## src/hdl/cted_pkg.sv

```systemverilog
`timescale 1ns / 1ps

package cted_pkg;

   // Digit and field geometry
   localparam int unsigned NUM_DIGITS   = 6;
   localparam int unsigned DIGIT_W      = 4;
   localparam int unsigned CURSOR_W     = 3;
   localparam int unsigned KIND_W       = 3;
   localparam int unsigned HOURS_W      = 6;
   localparam int unsigned MINUTES_W    = 7;
   localparam int unsigned SECONDS_W    = 7;
   localparam int unsigned PERIOD_W     = 10;
   localparam int unsigned CSR_ADDR_W   = 3;
   localparam int unsigned CSR_DATA_W   = 32;

   // Item kinds; codes above KIND_LOAD behave as a tick
   localparam logic [KIND_W-1:0] KIND_TICK   = 3'd0;
   localparam logic [KIND_W-1:0] KIND_UP     = 3'd1;
   localparam logic [KIND_W-1:0] KIND_DOWN   = 3'd2;
   localparam logic [KIND_W-1:0] KIND_BUTTON = 3'd3;
   localparam logic [KIND_W-1:0] KIND_LOAD   = 3'd4;

   // Register map (byte addresses)
   localparam logic [CSR_ADDR_W-1:0] ADDR_BLINK_PERIOD = 3'd0;
   localparam logic [PERIOD_W-1:0]   PERIOD_RESET      = 10'd640;

   localparam logic [DIGIT_W-1:0]  GLYPH_BLANK = 4'd10;
   localparam logic [DIGIT_W-1:0]  GLYPH_MAX   = 4'd11;
   localparam logic [CURSOR_W-1:0] CURSOR_FIRST = 3'd1;
   localparam logic [CURSOR_W-1:0] CURSOR_LAST  = 3'd6;

   // Upper limit of each digit: hours tens, hours units, ..., seconds units
   localparam logic [DIGIT_W-1:0] DIGIT_LIMIT [NUM_DIGITS] = '{
      4'd2, 4'd9, 4'd5, 4'd9, 4'd5, 4'd9
   };

   typedef logic [DIGIT_W-1:0] digit_type;
   typedef digit_type digits_type [NUM_DIGITS];

   typedef struct packed {
      logic [KIND_W-1:0]    kind;
      logic [HOURS_W-1:0]   load_hours_bcd;
      logic [MINUTES_W-1:0] load_minutes_bcd;
      logic [SECONDS_W-1:0] load_seconds_bcd;
   } req_type;

   typedef struct packed {
      logic [DIGIT_W-1:0]   shown_a;
      logic [DIGIT_W-1:0]   shown_b;
      logic [DIGIT_W-1:0]   shown_c;
      logic [DIGIT_W-1:0]   shown_d;
      logic [CURSOR_W-1:0]  cursor_position;
      logic                 value_mode;
      logic                 commit_valid;
      logic [HOURS_W-1:0]   commit_hours_bcd;
      logic [MINUTES_W-1:0] commit_minutes_bcd;
      logic [SECONDS_W-1:0] commit_seconds_bcd;
   } rsp_type;

   // Digit value to glyph code; out-of-range values show blank
   function automatic logic [DIGIT_W-1:0] glyph(input logic [DIGIT_W-1:0] d);
      return (d > GLYPH_MAX) ? GLYPH_BLANK : d;
   endfunction

endpackage

```

## src/hdl/cted_req_if.sv

```systemverilog
`timescale 1ns / 1ps

interface cted_req_if;
   import cted_pkg::*;

   logic                 valid;
   logic                 ready;
   logic [KIND_W-1:0]    kind;
   logic [HOURS_W-1:0]   load_hours_bcd;
   logic [MINUTES_W-1:0] load_minutes_bcd;
   logic [SECONDS_W-1:0] load_seconds_bcd;

   modport source (output valid, kind, load_hours_bcd, load_minutes_bcd,
                   load_seconds_bcd, input ready);
   modport sink   (input valid, kind, load_hours_bcd, load_minutes_bcd,
                   load_seconds_bcd, output ready);
endinterface

```

## src/hdl/cted_rsp_if.sv

```systemverilog
`timescale 1ns / 1ps

interface cted_rsp_if;
   import cted_pkg::*;

   logic                 valid;
   logic                 ready;
   logic [DIGIT_W-1:0]   shown_a;
   logic [DIGIT_W-1:0]   shown_b;
   logic [DIGIT_W-1:0]   shown_c;
   logic [DIGIT_W-1:0]   shown_d;
   logic [CURSOR_W-1:0]  cursor_position;
   logic                 value_mode;
   logic                 commit_valid;
   logic [HOURS_W-1:0]   commit_hours_bcd;
   logic [MINUTES_W-1:0] commit_minutes_bcd;
   logic [SECONDS_W-1:0] commit_seconds_bcd;

   modport source (output valid, shown_a, shown_b, shown_c, shown_d, cursor_position,
                   value_mode, commit_valid, commit_hours_bcd, commit_minutes_bcd,
                   commit_seconds_bcd, input ready);
   modport sink   (input valid, shown_a, shown_b, shown_c, shown_d, cursor_position,
                   value_mode, commit_valid, commit_hours_bcd, commit_minutes_bcd,
                   commit_seconds_bcd, output ready);
endinterface

```

## src/hdl/clock_time_set_editor_core.sv

```systemverilog
`timescale 1ns / 1ps

// Channel  | Direction | Handshake      | Content
// req      | in        | valid / ready  | kind and BCD load time
// rsp      | out       | valid / ready  | four glyphs, cursor, mode, commit time
// csr      | in        | APB write/read | blink_period at byte address 0
//
// One transaction per cycle sustained while rsp.ready is high; a result passes from the input
// register through the edit/render logic into the output register, which drives rsp.
// Reset is synchronous and active high; it clears digits, mode and blink state, puts the
// cursor on digit 1 and loads the blink period with 640. req.ready drops only while both
// the input register and the output register hold transactions and rsp.ready is low.

module clock_time_set_editor_core (
   input  logic                            clock,
   input  logic                            reset,
   cted_req_if.sink                        req,
   cted_rsp_if.source                      rsp,
   input  logic                            csr_psel,
   input  logic                            csr_penable,
   input  logic                            csr_pwrite,
   input  logic [cted_pkg::CSR_ADDR_W-1:0] csr_paddr,
   input  logic [cted_pkg::CSR_DATA_W-1:0] csr_pwdata,
   output logic [cted_pkg::CSR_DATA_W-1:0] csr_prdata,
   output logic                            csr_pready
);
   import cted_pkg::*;

   localparam int unsigned IDX_W = $clog2(NUM_DIGITS);

   // Pipeline control
   logic    in_valid_ff;
   req_type in_data_ff;
   logic    out_valid_ff;
   rsp_type out_data_ff;
   logic    out_free;
   logic    req_fire;
   logic    s2_fire;

   // Editor state
   digits_type           digits_ff;
   digits_type           digits_in;
   logic [CURSOR_W-1:0]  cursor_ff;
   logic [CURSOR_W-1:0]  cursor_in;
   logic                 mode_ff;
   logic                 mode_in;
   logic [PERIOD_W-1:0]  blink_count_ff;
   logic [PERIOD_W-1:0]  blink_count_in;
   logic                 blink_phase_ff;
   logic                 blink_phase_in;
   logic [PERIOD_W-1:0]  period_ff;
   rsp_type              out_data_in;

   assign out_free = !out_valid_ff || rsp.ready;
   assign req.ready = !in_valid_ff || out_free;
   assign req_fire = req.valid && req.ready;
   assign s2_fire = in_valid_ff && out_free;

   // Configuration port
   assign csr_pready = 1'b1;
   assign csr_prdata = (csr_paddr == ADDR_BLINK_PERIOD)
                       ? {{(CSR_DATA_W-PERIOD_W){1'b0}}, period_ff} : '0;

   always_ff @(posedge clock) begin
      if (reset) begin
         period_ff <= PERIOD_RESET;
      end else if (csr_psel && csr_penable && csr_pwrite && csr_pready &&
                   csr_paddr == ADDR_BLINK_PERIOD) begin
         period_ff <= csr_pwdata[PERIOD_W-1:0];
      end
   end

   // Input register
   always_ff @(posedge clock) begin
      if (reset) begin
         in_valid_ff <= 1'b0;
      end else if (req.ready) begin
         in_valid_ff <= req.valid;
      end
   end

   always_ff @(posedge clock) begin
      if (req_fire) begin
         in_data_ff.kind             <= req.kind;
         in_data_ff.load_hours_bcd   <= req.load_hours_bcd;
         in_data_ff.load_minutes_bcd <= req.load_minutes_bcd;
         in_data_ff.load_seconds_bcd <= req.load_seconds_bcd;
      end
   end

   // Edit, blink and render for the transaction in the input register
   always_comb begin
      logic [IDX_W-1:0]    k_old;
      logic [IDX_W-1:0]    k_new;
      logic [DIGIT_W:0]    up_val;
      logic [PERIOD_W:0]   cnt_inc;
      logic [DIGIT_W-1:0]  g [4];
      logic                commit;

      digits_in      = digits_ff;
      cursor_in      = cursor_ff;
      mode_in        = mode_ff;
      blink_count_in = blink_count_ff;
      blink_phase_in = blink_phase_ff;
      commit         = 1'b0;
      up_val         = '0;
      cnt_inc        = {1'b0, blink_count_ff} + {{PERIOD_W{1'b0}}, 1'b1};

      // selected digit index, clamped to the valid range
      if (cursor_ff < CURSOR_FIRST) begin
         k_old = '0;
      end else if (cursor_ff > CURSOR_LAST) begin
         k_old = IDX_W'(NUM_DIGITS - 1);
      end else begin
         k_old = IDX_W'(cursor_ff - CURSOR_FIRST);
      end

      if (in_data_ff.kind == KIND_LOAD) begin
         digits_in[0] = {2'b00, in_data_ff.load_hours_bcd[5:4]};
         digits_in[1] = in_data_ff.load_hours_bcd[3:0];
         digits_in[2] = {1'b0, in_data_ff.load_minutes_bcd[6:4]};
         digits_in[3] = in_data_ff.load_minutes_bcd[3:0];
         digits_in[4] = {1'b0, in_data_ff.load_seconds_bcd[6:4]};
         digits_in[5] = in_data_ff.load_seconds_bcd[3:0];
         cursor_in    = CURSOR_FIRST;
      end else begin
         case (in_data_ff.kind)
            KIND_BUTTON: begin
               commit  = mode_ff;
               mode_in = !mode_ff;
            end
            KIND_UP: begin
               if (mode_ff) begin
                  up_val = {1'b0, digits_ff[k_old]} + {{DIGIT_W{1'b0}}, 1'b1};
                  if (up_val > {1'b0, DIGIT_LIMIT[k_old]}) begin
                     digits_in[k_old] = DIGIT_LIMIT[k_old];
                  end else begin
                     digits_in[k_old] = up_val[DIGIT_W-1:0];
                  end
                  // hours stay at 23 or below
                  if (digits_in[0] == 4'd2 && digits_in[1] > 4'd3) begin
                     digits_in[1] = 4'd3;
                  end
               end else if (cursor_ff >= CURSOR_LAST) begin
                  cursor_in = CURSOR_LAST;
               end else begin
                  cursor_in = CURSOR_W'(k_old) + 3'd2;
               end
            end
            KIND_DOWN: begin
               if (mode_ff) begin
                  if (digits_ff[k_old] != '0) begin
                     digits_in[k_old] = digits_ff[k_old] - 4'd1;
                  end
               end else if (k_old == '0) begin
                  cursor_in = CURSOR_FIRST;
               end else begin
                  cursor_in = CURSOR_W'(k_old);
               end
            end
            default: begin
            end
         endcase

         // blink counter advance
         if (cnt_inc >= {1'b0, period_ff}) begin
            blink_phase_in = !blink_phase_ff;
            blink_count_in = '0;
         end else begin
            blink_count_in = cnt_inc[PERIOD_W-1:0];
         end
      end

      // render from the updated state
      if (cursor_in < CURSOR_FIRST) begin
         k_new = '0;
      end else if (cursor_in > CURSOR_LAST) begin
         k_new = IDX_W'(NUM_DIGITS - 1);
      end else begin
         k_new = IDX_W'(cursor_in - CURSOR_FIRST);
      end

      if (k_new < IDX_W'(4)) begin
         for (int i = 0; i < 4; i++) begin
            g[i] = glyph(digits_in[i]);
         end
         if (!blink_phase_in) begin
            g[k_new[1:0]] = GLYPH_BLANK;
         end
      end else begin
         g[0] = GLYPH_BLANK;
         g[1] = glyph(digits_in[4]);
         g[2] = glyph(digits_in[5]);
         g[3] = GLYPH_BLANK;
         if (!blink_phase_in) begin
            if (k_new == IDX_W'(4)) begin
               g[1] = GLYPH_BLANK;
            end else begin
               g[2] = GLYPH_BLANK;
            end
         end
      end

      out_data_in.shown_a         = g[0];
      out_data_in.shown_b         = g[1];
      out_data_in.shown_c         = g[2];
      out_data_in.shown_d         = g[3];
      out_data_in.cursor_position = cursor_in;
      out_data_in.value_mode      = mode_in;
      out_data_in.commit_valid    = commit;
      out_data_in.commit_hours_bcd   = commit ? {digits_ff[0][1:0], digits_ff[1]} : '0;
      out_data_in.commit_minutes_bcd = commit ? {digits_ff[2][2:0], digits_ff[3]} : '0;
      out_data_in.commit_seconds_bcd = commit ? {digits_ff[4][2:0], digits_ff[5]} : '0;
   end

   // State update
   always_ff @(posedge clock) begin
      if (reset) begin
         for (int i = 0; i < NUM_DIGITS; i++) begin
            digits_ff[i] <= '0;
         end
         cursor_ff      <= CURSOR_FIRST;
         mode_ff        <= 1'b0;
         blink_count_ff <= '0;
         blink_phase_ff <= 1'b0;
      end else if (s2_fire) begin
         digits_ff      <= digits_in;
         cursor_ff      <= cursor_in;
         mode_ff        <= mode_in;
         blink_count_ff <= blink_count_in;
         blink_phase_ff <= blink_phase_in;
      end
   end

   // Output register
   always_ff @(posedge clock) begin
      if (reset) begin
         out_valid_ff <= 1'b0;
      end else if (out_free) begin
         out_valid_ff <= in_valid_ff;
      end
   end

   always_ff @(posedge clock) begin
      if (s2_fire) begin
         out_data_ff <= out_data_in;
      end
   end

   assign rsp.valid              = out_valid_ff;
   assign rsp.shown_a            = out_data_ff.shown_a;
   assign rsp.shown_b            = out_data_ff.shown_b;
   assign rsp.shown_c            = out_data_ff.shown_c;
   assign rsp.shown_d            = out_data_ff.shown_d;
   assign rsp.cursor_position    = out_data_ff.cursor_position;
   assign rsp.value_mode         = out_data_ff.value_mode;
   assign rsp.commit_valid       = out_data_ff.commit_valid;
   assign rsp.commit_hours_bcd   = out_data_ff.commit_hours_bcd;
   assign rsp.commit_minutes_bcd = out_data_ff.commit_minutes_bcd;
   assign rsp.commit_seconds_bcd = out_data_ff.commit_seconds_bcd;

endmodule
```

## src/flat_wrapper.sv

```systemverilog
// flat-port wrapper written by rule: the top's interface ports become plain ports
module clock_time_set_editor_core_flat import cted_pkg::*;
  (clock, reset, csr_psel, csr_penable, csr_pwrite, csr_paddr, csr_pwdata, csr_prdata, csr_pready, req_valid, req_kind, req_load_hours_bcd, req_load_minutes_bcd, req_load_seconds_bcd, req_ready, rsp_valid, rsp_shown_a, rsp_shown_b, rsp_shown_c, rsp_shown_d, rsp_cursor_position, rsp_value_mode, rsp_commit_valid, rsp_commit_hours_bcd, rsp_commit_minutes_bcd, rsp_commit_seconds_bcd, rsp_ready);
  cted_req_if req_i ();
  cted_rsp_if rsp_i ();
  input  logic clock;
  input  logic reset;
  input  logic csr_psel;
  input  logic csr_penable;
  input  logic csr_pwrite;
  input  logic [cted_pkg::CSR_ADDR_W-1:0] csr_paddr;
  input  logic [cted_pkg::CSR_DATA_W-1:0] csr_pwdata;
  output logic [cted_pkg::CSR_DATA_W-1:0] csr_prdata;
  output logic csr_pready;
  input wire logic [$bits(req_i.valid)-1:0] req_valid;
  input wire logic [$bits(req_i.kind)-1:0] req_kind;
  input wire logic [$bits(req_i.load_hours_bcd)-1:0] req_load_hours_bcd;
  input wire logic [$bits(req_i.load_minutes_bcd)-1:0] req_load_minutes_bcd;
  input wire logic [$bits(req_i.load_seconds_bcd)-1:0] req_load_seconds_bcd;
  output wire logic [$bits(req_i.ready)-1:0] req_ready;
  output wire logic [$bits(rsp_i.valid)-1:0] rsp_valid;
  output wire logic [$bits(rsp_i.shown_a)-1:0] rsp_shown_a;
  output wire logic [$bits(rsp_i.shown_b)-1:0] rsp_shown_b;
  output wire logic [$bits(rsp_i.shown_c)-1:0] rsp_shown_c;
  output wire logic [$bits(rsp_i.shown_d)-1:0] rsp_shown_d;
  output wire logic [$bits(rsp_i.cursor_position)-1:0] rsp_cursor_position;
  output wire logic [$bits(rsp_i.value_mode)-1:0] rsp_value_mode;
  output wire logic [$bits(rsp_i.commit_valid)-1:0] rsp_commit_valid;
  output wire logic [$bits(rsp_i.commit_hours_bcd)-1:0] rsp_commit_hours_bcd;
  output wire logic [$bits(rsp_i.commit_minutes_bcd)-1:0] rsp_commit_minutes_bcd;
  output wire logic [$bits(rsp_i.commit_seconds_bcd)-1:0] rsp_commit_seconds_bcd;
  input wire logic [$bits(rsp_i.ready)-1:0] rsp_ready;
  assign req_i.valid = req_valid;
  assign req_i.kind = req_kind;
  assign req_i.load_hours_bcd = req_load_hours_bcd;
  assign req_i.load_minutes_bcd = req_load_minutes_bcd;
  assign req_i.load_seconds_bcd = req_load_seconds_bcd;
  assign req_ready = req_i.ready;
  assign rsp_valid = rsp_i.valid;
  assign rsp_shown_a = rsp_i.shown_a;
  assign rsp_shown_b = rsp_i.shown_b;
  assign rsp_shown_c = rsp_i.shown_c;
  assign rsp_shown_d = rsp_i.shown_d;
  assign rsp_cursor_position = rsp_i.cursor_position;
  assign rsp_value_mode = rsp_i.value_mode;
  assign rsp_commit_valid = rsp_i.commit_valid;
  assign rsp_commit_hours_bcd = rsp_i.commit_hours_bcd;
  assign rsp_commit_minutes_bcd = rsp_i.commit_minutes_bcd;
  assign rsp_commit_seconds_bcd = rsp_i.commit_seconds_bcd;
  assign rsp_i.ready = rsp_ready;
  clock_time_set_editor_core u_core (.clock(clock), .reset(reset), .req(req_i), .rsp(rsp_i), .csr_psel(csr_psel), .csr_penable(csr_penable), .csr_pwrite(csr_pwrite), .csr_paddr(csr_paddr), .csr_pwdata(csr_pwdata), .csr_prdata(csr_prdata), .csr_pready(csr_pready));
endmodule
```

## config.mk

```make
export PLATFORM = sky130hd
export DESIGN_NAME = clock_time_set_editor_core_flat
export DESIGN_NICKNAME = d
export VERILOG_FILES = /design/src/hdl/cted_pkg.sv /design/src/hdl/cted_req_if.sv /design/src/hdl/cted_rsp_if.sv /design/src/hdl/clock_time_set_editor_core.sv /design/src/flat_wrapper.sv
export SDC_FILE = /design/constraint.sdc
export NUM_CORES = 1
export LEC_CHECK = 0
export BUFFER_PORTS_ARGS = -buffer_cell sky130_fd_sc_hd__buf_2
export CAP_MARGIN = 20
export CORE_MARGIN = 4
export CORE_UTILIZATION = 40
export CTS_CLUSTER_DIAMETER = 40
export CTS_CLUSTER_SIZE = 16
export DETAILED_ROUTE_END_ITERATION = 10
export GPL_TIMING_DRIVEN = 0
export SLEW_MARGIN = 20
export SYNTH_ARGS = -nofsm -noshare
export SYNTH_HDL_FRONTEND = slang
export SYNTH_SLANG_ARGS = --single-unit
```

## constraint.sdc

```tcl
create_clock -name clock -period 9.94 [get_ports clock]
set_input_delay 1.988 -clock clock [delete_from_list [all_inputs] [get_ports clock]]
set_output_delay 1.988 -clock clock [all_outputs]
set_load 0.02 [all_outputs]
```

==> results.toml, run 1 <==
[run_status]
status = "finished, final reports clean"

[clock_tree]
cts_root_buffer = "clkbuf_16"
cts-resized-gates = 0
insertion_delay_ps = 430
clk_pin_slew_ps = 60
cts.sink_count = 115
cts.htree.levels = 4
clockBufferDepth = 2
cts_tree = "built"
post_cts_buffers = 0
cts_buffers = 17
cts-hold-fix-buffers = 0

[placement]
pre_cts_slack_ps = 3360
io_buffers = 94
dp_hpwl_mm = 18.3
gp_congestion = 0.983

[sta]
slew-limit-headroom = 0.453
finalSetupTns_ps = 0
post-route-period-util = 0.688
worst_slack_ps = 3100
rsz0062_at_grt = "false"
max_clock_freq_mhz = 146
hold_viol_final = 0
setup_viol = 0
period_needed_ps = 6840
drv_slew = 0
hold_ws_ps = 463
worst_pin_slew_ps = 814
finalClockSkew_ps = 8.08

[floorplanning]
initial_core_util = 0.408
fp.dieH_um = 144
die-area_um2 = 20600
pin_count = 141
fp.coreArea_um2 = 18000
die_x_um = 144
fp-row-count = 49

[synthesis]
ys_types = 91
synth-edff-count = 64
syn_area_um2 = 7350
yosysWarnings = 0
ys_seq_area_frac = 0.401
synth_area_per_cell_um2 = 8.76
synth_flop_cell = "edfxtp_1"
synth-seq-cells = 115
synth_cells = 839
yosys-top-cells-area = "edfxtp_1 26%, dfxtp_1 14%, nand2_1 5.1%, ha_1 4.3%, nor2_1 4.1%"
synth_top_area_cell = "edfxtp_1"
synth_top_area_share = 0.262
async_flop_share = 0

[worst_setup_path]
crit_path_end_kind = "flop"
worst-setup-path-type = "reg -> reg"
startpoint_type = "flop"
crit_required_ps = 10130
crit_arrival_ps = 7020
path_max_fanout = 10

[route]
firstDrtPassIters = 5
wl_per_cell_um = 20.1
vias = 6921
drc = 0
ant_nets = 0
wl_mm = 24.5
first_iter_violations = 715
via_per_inst = 5.69

[grt]
grt_overflow = 0
grtUsageTotal = 0.238
grt_max_degree = 51
antenna_found_initial = 1
grt_pass1_wl_mm = 37.0
first_global_vias = 6416

[layout]
finish.utilization = 0.490
diodes = 0
final_nets = 1064
drive_gt1_frac = 0.194
final_cell_mix = "100 x buf_2, 99 x nand2_1, 81 x nor2_1, 64 x edfxtp_1, 57 x a21oi_1"
layout_commonest_cell = "buf_2"
syn2layout_area_growth_pct = 20.2

[power]
switchingPower_mw = 0.462
comb_power_share = 0.202
power.share.clock = 0.441
power_density_nw_per_um2 = 171
p_sw_frac = 0.306
p_int_mw = 1.05
p_total_mw = 1.51
seq_power_share = 0.357
leakagePower_nw = 3.61
ir_worst_vdd_mv = 0.132

[flow_run]
cap_violations = 0

[min_path]
hold_class = "reg -> reg"
-- critical path, stage by stage (launching register included) --
cell and delay [ps]:
dfxtp_1 550, buf_2 290, inv_1 80, ha_1 360, clkbuf_1 340, nor2b_1 160
a211oi_1 240, a21oi_1 70, a32o_1 310, and2_1 160, buf_2 150, inv_1 250
ha_1 320, xor2_1 370, inv_1 90, ha_1 280, and2_1 150, o21ai_0 120
a32oi_1 560, nor2_1 290, a311oi_1 710, o311a_1 330, a211o_1 150, nand3_1 130
o31a_1 130
-- cells by family after synthesis --
| logic type | count (synthesis) | share of synthesized area |
|---|---|---|
| simple gates | 352 | 0.240 |
| compound gates | 223 | 0.220 |
| flops | 115 | 0.401 |
| buf+inv | 101 | 0.0685 |
| fa+ha+maj | 25 | 0.0426 |
| xor+xnor | 13 | 0.0165 |
| mux | 8 | 0.0111 |
| other cells | 2 | 0.00102 |
-- registers in the layout (all words and copies together) (netlist names), 3 cells and up --
name,cells
u_core.rsp.commit_hours_bcd,6
u_core.digits_ff,24
u_core.rsp.commit_seconds_bcd,7
u_core.rsp.shown_b,4
u_core.rsp.shown_a,4
u_core.blink_count_ff,10
u_core.rsp.commit_minutes_bcd,7
u_core.rsp.shown_d,4
u_core.period_ff,10
u_core.cursor_ff,3
u_core.rsp.shown_c,4
u_core.in_data_ff,23
u_core.rsp.cursor_position,3
-- per-layer routing --
layer,vias up,wire [um],GRT usage
met2,333,11500,0.384
met4,2,885,0.104
met5,-,12,0
li1,3274,-,-
met3,72,1780,0.0413
met1,3240,10300,0.313
-- power groups by stage --
| stage | sequential (mW) | clock (mW) | combinational (mW) |
|---|---|---|---|
| after floorplan | 0.555 | 0 | 0.198 |
| after global placement | 0.550 | 0 | 0.298 |
| after detailed placement | 0.550 | 0 | 0.296 |
| after CTS | 0.540 | 0.673 | 0.299 |
| after global routing | 0.541 | 0.694 | 0.330 |
| final | 0.540 | 0.666 | 0.305 |
-- area by class of cell --
type / count / area (um2)
Tap cell: 229 / 287
Timing Repair Buffer: 95 / 478
Multi-Input combinational cell: 644 / 3990
Buffer: 71 / 394
Clock buffer: 18 / 429
Sequential cell: 115 / 2940
Clock inverter: 14 / 200
Inverter: 30 / 113
Fill cell: 1790 / 9200
-- synth_stat cells, drive strengths merged (4+ instances only) --
library cell	instances
nor3	27
dfxtp	51
ha	25
and3	9
edfxtp	64
a22oi	4
nand2b	7
nor2	82
nand4	4
nor4	6
a21oi	58
or2	4
nand3b	6
a31oi	10
mux2i	7
a21o	7
clkbuf	36
nand2	100
a2111oi	4
nor3b	4
o2111ai	4
o2bb2ai	4
or3	4
buf	35
xnor2	5
o211ai	7
a211o	9
o21a	7
nand3	30
o22ai	5
nor2b	20
a211oi	5
xor2	8
and2	39
a22o	4
o21ai	45
inv	29
a311oi	4
-- metrics by stage --
stage,std cells,instance area [um2]
after floorplan,860,7420
after global placement,1183,8180
after detailed placement,1184,8200
after CTS,1216,8830
after global routing,1216,8830
final,1216,8830
-- path summary, 6_finish.rpt --
kind,end,slack [ps],depth (start not counted),from
worst max-delay path,u_core.rsp.shown_b[1],3100,24,u_core.cursor_ff[1]
worst min-delay path,u_core.period_ff[8],460,2,u_core.period_ff[8]
worst max register to register,u_core.rsp.shown_b[1],3100,24,u_core.cursor_ff[1]
worst min register to register,u_core.period_ff[8],460,2,u_core.period_ff[8]
No activity file was read; power rests on OpenSTA's default activity.
==> run 2: changes to the inputs <==
- clock period: 9.94 -> 7.17 ns (I/O delays scaled with it)
==> results.toml, run 2 (synthesis results as in run 1) <==
[run_status]
status = "finished, final reports clean"

[clock_tree]
cts_buffers = 17
clockBufferDepth = 2
cts_root_buffer = "clkbuf_16"
cts-hold-fix-buffers = 0
cts_tree = "built"
cts.sink_count = 115
insertion_delay_ps = 430
cts.htree.levels = 4
clk_pin_slew_ps = 60

[layout]
fin_cells = 1216
diodes = 0
final_cell_mix = "100 x buf_2, 99 x nand2_1, 81 x nor2_1, 64 x edfxtp_1, 57 x a21oi_1"
drive_gt1_frac = 0.196
final_nets = 1064
layout_commonest_cell = "buf_2"
largestRegisters = "u_core.digits_ff: 24 flops, u_core.in_data_ff: 23 flops"
syn2layout_area_growth_pct = 20.4
largest_register_ffs = 24
regMostFlops = "u_core.digits_ff"

[sta]
slew-limit-headroom = 0.467
max_clock_freq_mhz = 148
period_needed_ps = 6760
hold_viol_final = 0
drv_slew = 0
setup_viol = 0
worst_pin_slew_ps = 791
finalClockSkew_ps = 8.20
post-route-period-util = 0.943
finalSetupTns_ps = 0
worst_slack_ps = 406
rsz0062_at_grt = "false"

[grt]
antenna_found_initial = 1
first_global_vias = 6416
grt_pass1_wl_mm = 37.0
grt_overflow = 0
grtUsageTotal = 0.238
grt_max_degree = 51

[worst_setup_path]
reg2reg_from = "u_core.cursor_ff[1]"
worst-r2r-setup-slack_ps = 410
crit_buf_inv = 6
r2r_end = "u_core.rsp.shown_b[2]"
cp_top_family = "compound AO/OA/AOI/OAI gates"
worst-setup-path-type = "reg -> reg"
r2r_cells = 26
crit_path_end_kind = "flop"
cp_slowest_cell = "dfxtp_1"
path_max_fanout = 10
startpoint_type = "flop"
cpPeakStageDelay_ps = 550
crit_arrival_ps = 6920
crit_required_ps = 7330

[flow_run]
cap_violations = 0

[placement]
io_buffers = 94
dp_cells = 1184
pre_cts_slack_ps = 589
gp_congestion = 0.983
dp_hpwl_mm = 18.3

[power]
seq_power_share = 0.357
comb_power_share = 0.204
power.share.clock = 0.439
p_sw_frac = 0.306
p_int_mw = 1.46
leakagePower_nw = 3.61
power_density_nw_per_um2 = 237
switchingPower_mw = 0.642
ir_worst_vdd_mv = 0.183

[route]
vias = 6860
met1_length_mm = 10.4
ant_nets = 0
top_layer = "met5"
route.met2.wl_mm = 11.5
first_iter_violations = 754
via_per_inst = 5.64
wl_mm = 24.5
wl_met3_mm = 1.74
drc = 0
wl_per_cell_um = 20.2
firstDrtPassIters = 6

[floorplanning]
fp.dieH_um = 144
fp-row-count = 49
initial_core_util = 0.408
die-area_um2 = 20600
fp.coreArea_um2 = 18000
pin_count = 141
die_x_um = 144

[min_path]
worstHoldStart = "u_core.period_ff[8]"
whs_path_depth = 2
hold_end = "u_core.period_ff[8]"
hold_class = "reg -> reg"
## run 2: power by group through the flow
stage	Clock, mW	Combinational [mW]	Sequential (mW)
2_1_floorplan	0	0.274	0.770
3_3_place_gp	0	0.413	0.762
3_5_place_dp	0	0.411	0.762
4_1_cts	0.933	0.414	0.748
5_1_grt	0.963	0.462	0.750
6_report	0.922	0.428	0.748
## run 2: area by class of cell
type                       instances  area, um2
inverter                          30        113
clock inverter                    14        200
fill                            1788       9180
clock buffer                      18        429
buffer                            71        394
timing repair buffer              95        478
multi-input combinational        644       4000
tap                              229        287
sequential                       115       2940
## run 2: worst max-delay path by stage
stage	endpoint	start	slack (ps)	depth (start not counted)
global placement	u_core.rsp.shown_b[1]	u_core.cursor_ff[1]	480	24
detailed placement	u_core.rsp.shown_b[1]	u_core.cursor_ff[1]	590	24
CTS	u_core.rsp.shown_b[1]	u_core.cursor_ff[1]	510	24
finish	u_core.rsp.shown_b[2]	u_core.cursor_ff[1]	410	26
floorplan	u_core.rsp.shown_b[2]	u_core.cursor_ff[1]	1840	26
global route	u_core.rsp.shown_b[2]	u_core.cursor_ff[1]	40	26
## run 2: worst min-delay path, stage by stage, from the launching register on
cell and delay, ps:
dfxtp_1 310, nand2_1 50, a21oi_1 50
## run 2: metal layers
layer | track usage | up-vias
li1 | - | 3276
met1 | 0.313 | 3226
met2 | 0.384 | 295
met3 | 0.0413 | 61
met4 | 0.104 | 2
met5 | 0 | -
## run 2: what timing repair did
action                     4_1_cts  5_1_grt
setup buffers                    0        0
setup endpoints to repair        0        2
resized for setup                0        2
## run 2: through the flow
step | total power, mW | utilization | cell area (um2) | hold slack, ps
after floorplan | 1.04 | - | 7420 | 444
after global placement | 1.17 | 0.454 | 8180 | 455
after detailed placement | 1.17 | 0.455 | 8200 | 462
after CTS | 2.10 | 0.490 | 8830 | 468
after global routing | 2.18 | 0.491 | 8840 | 481
final | 2.10 | 0.491 | 8840 | 463
==> run 3: changes to the inputs <==
- ABC_CLOCK_PERIOD_IN_PS: not set -> 5900
- BUFFER_PORTS_ARGS: -buffer_cell sky130_fd_sc_hd__buf_2 -> -buffer_cell sky130_fd_sc_hd__buf_4
- clock period: 7.17 -> 5.9 ns (I/O delays scaled with it)
==> results.toml, run 3 (synthesis results as in run 1) <==
[placement]
io_buffers = 94
gp_congestion = 0.986
dp_hpwl_mm = 18.4
dp_cells = 1184
pre_cts_slack_ps = -680

[sta]
worst_pin_slew_ps = 739
post-route-period-util = 0.958
setup_viol = 0
finalClockSkew_ps = 8.48
worst_slack_ps = 245
drv_slew = 0
max_clock_freq_mhz = 177
period_needed_ps = 5650
finalSetupTns_ps = 0
rsz0062_at_grt = "false"
hold_viol_final = 0
slew-limit-headroom = 0.502

[route]
vias = 6793
wl_mm = 24.5
firstDrtPassIters = 6
via_per_inst = 5.57
wl_per_cell_um = 20.1
first_iter_violations = 712
ant_nets = 0
drc = 0

[power]
leakagePower_nw = 3.66
ir_worst_vdd_mv = 0.219
power_density_nw_per_um2 = 275

[floorplanning]
fp.coreArea_um2 = 18000
die_x_um = 144
fp-row-count = 49
pin_count = 141
die-area_um2 = 20600
fp.dieH_um = 144
initial_core_util = 0.408

[clock_tree]
clk_pin_slew_ps = 60
cts_tree = "built"
cts.htree.levels = 4
cts_buffers = 17
clockBufferDepth = 2
cts_root_buffer = "clkbuf_16"
cts.sink_count = 115
cts-hold-fix-buffers = 0
insertion_delay_ps = 430

[grt]
grtUsageTotal = 0.238
first_global_vias = 6404
antenna_found_initial = 0
grt_overflow = 0
grt_max_degree = 51
grt_pass1_wl_mm = 37.0

[worst_setup_path]
path_max_fanout = 10
startpoint_type = "flop"
crit_chain = "clkbuf_4 -> inv_1 -> ha_1 -> clkbuf_4 -> nor2b_2 -> o211ai_1 -> a2111oi_4 -> a211o_2 -> inv_2 -> a211oi_4 -> xor2_2 -> ha_1 -> and2_1 -> o21ai_1 -> a32o_2 -> nand2_1 -> or3_1 -> and3_1 -> o2bb2ai_1 -> a21oi_2 -> nor2_1 -> a2111oi_4 -> o32ai_2"
cpPeakStageDelay_ps = 410
worst-r2r-setup-slack_ps = 250
r2r_cells = 23
crit_arrival_ps = 5810
reg2reg_from = "u_core.cursor_ff[1]"
cp_slowest_cell = "dfxtp_4"
r2r_end = "u_core.rsp.shown_b[2]"
crit_path_end_kind = "flop"
crit_required_ps = 6060
worst-setup-path-type = "reg -> reg"

[layout]
final_nets = 1068
fin_cells = 1220
syn2layout_area_growth_pct = 24.4
largest_register_ffs = 24
diodes = 0
layout_commonest_cell = "buf_4"
regMostFlops = "u_core.digits_ff"
largestRegisters = "u_core.digits_ff: 24 flops, u_core.in_data_ff: 23 flops"
drive_gt1_frac = 0.209
final_cell_mix = "126 x buf_4, 98 x nand2_1, 81 x nor2_1, 64 x edfxtp_1, 57 x a21oi_1"

[min_path]
whs_path_depth = 2
hold_end = "u_core.period_ff[8]"
worstHoldStart = "u_core.period_ff[8]"
hold_class = "reg -> reg"

[flow_run]
cap_violations = 0

[run_status]
status = "finished, final reports clean"
[run 3: cell types whose count changed in the layout (fill, tap and decap cells not counted), sizes merged]
| cell | delta |
|---|---|
| clkinvlp | +4 |
| buf | +3 |
| inv | -3 |
| clkbuf | +2 |
| bufinv | -1 |
| clkinv | -1 |
[run 3: cell type report]
type	count	area [um2]
fillers	1781	8880
multi-input cells	644	4060
flip-flops and latches	115	2950
repair buffers	99	743
clock buffers	19	433
plain buffers	71	400
well taps	229	287
clock inverters	13	158
inverters	30	116
[run 3: through the flow]
step                      hold slack [ps]  cell area (um2)  power (mW)   util
after global placement                454             8420        1.44  0.467
after CTS                             469             9100        2.51  0.505
after global routing                  487             9140        2.61  0.507
after floorplan                       444             7420        1.27      -
after detailed placement              461             8430        1.44  0.468
final                                 465             9140        2.52  0.507
[run 3: worst max-delay path, delay by kind of cell, from the launching register on]
kind	cells	cell delay, ps
AO/OA/AOI/OAI	10	2230
AND/OR/NAND/NOR	6	1180
XOR/XNOR	1	350
flip-flops	1	410
adder cells (fa/ha/maj)	2	660
buffers and inverters	4	570
[run 3: report_power, final]
group / leakage, nW / total (mW) / switching (mW) / internal [mW]
clock network: 0.281 / 1.06 / 0.394 / 0.662
registers: 1.04 / 0.910 / 0.0239 / 0.886
logic: 2.34 / 0.549 / 0.350 / 0.199
total: 3.66 / 2.52 / 0.768 / 1.75
[run 3: routing by layer]
layer	routed length (um)	track usage
met1	10600	0.321
met5	0	0
met4	719	0.0937
met3	1690	0.0446
met2	11500	0.380
[run 3: worst max path at each step]
stage	start	to	slack, ps
2_1_floorplan	u_core.cursor_ff[1]	u_core.rsp.shown_b[2]	570
3_3_place_gp	u_core.cursor_ff[1]	u_core.rsp.shown_b[1]	-800
3_5_place_dp	u_core.cursor_ff[1]	u_core.rsp.shown_b[1]	-680
4_1_cts	u_core.cursor_ff[1]	u_core.rsp.shown_b[2]	90
5_1_grt	u_core.cursor_ff[0]	u_core.rsp.shown_b[2]	20
6_report	u_core.cursor_ff[1]	u_core.rsp.shown_b[2]	250
[run 3: timing repair]
item,in CTS,in global routing
buffers inserted,4,0
gates resized for setup,9,13
hold endpoints to repair,0,0
pin swaps,1,0
setup endpoints to repair,30,13
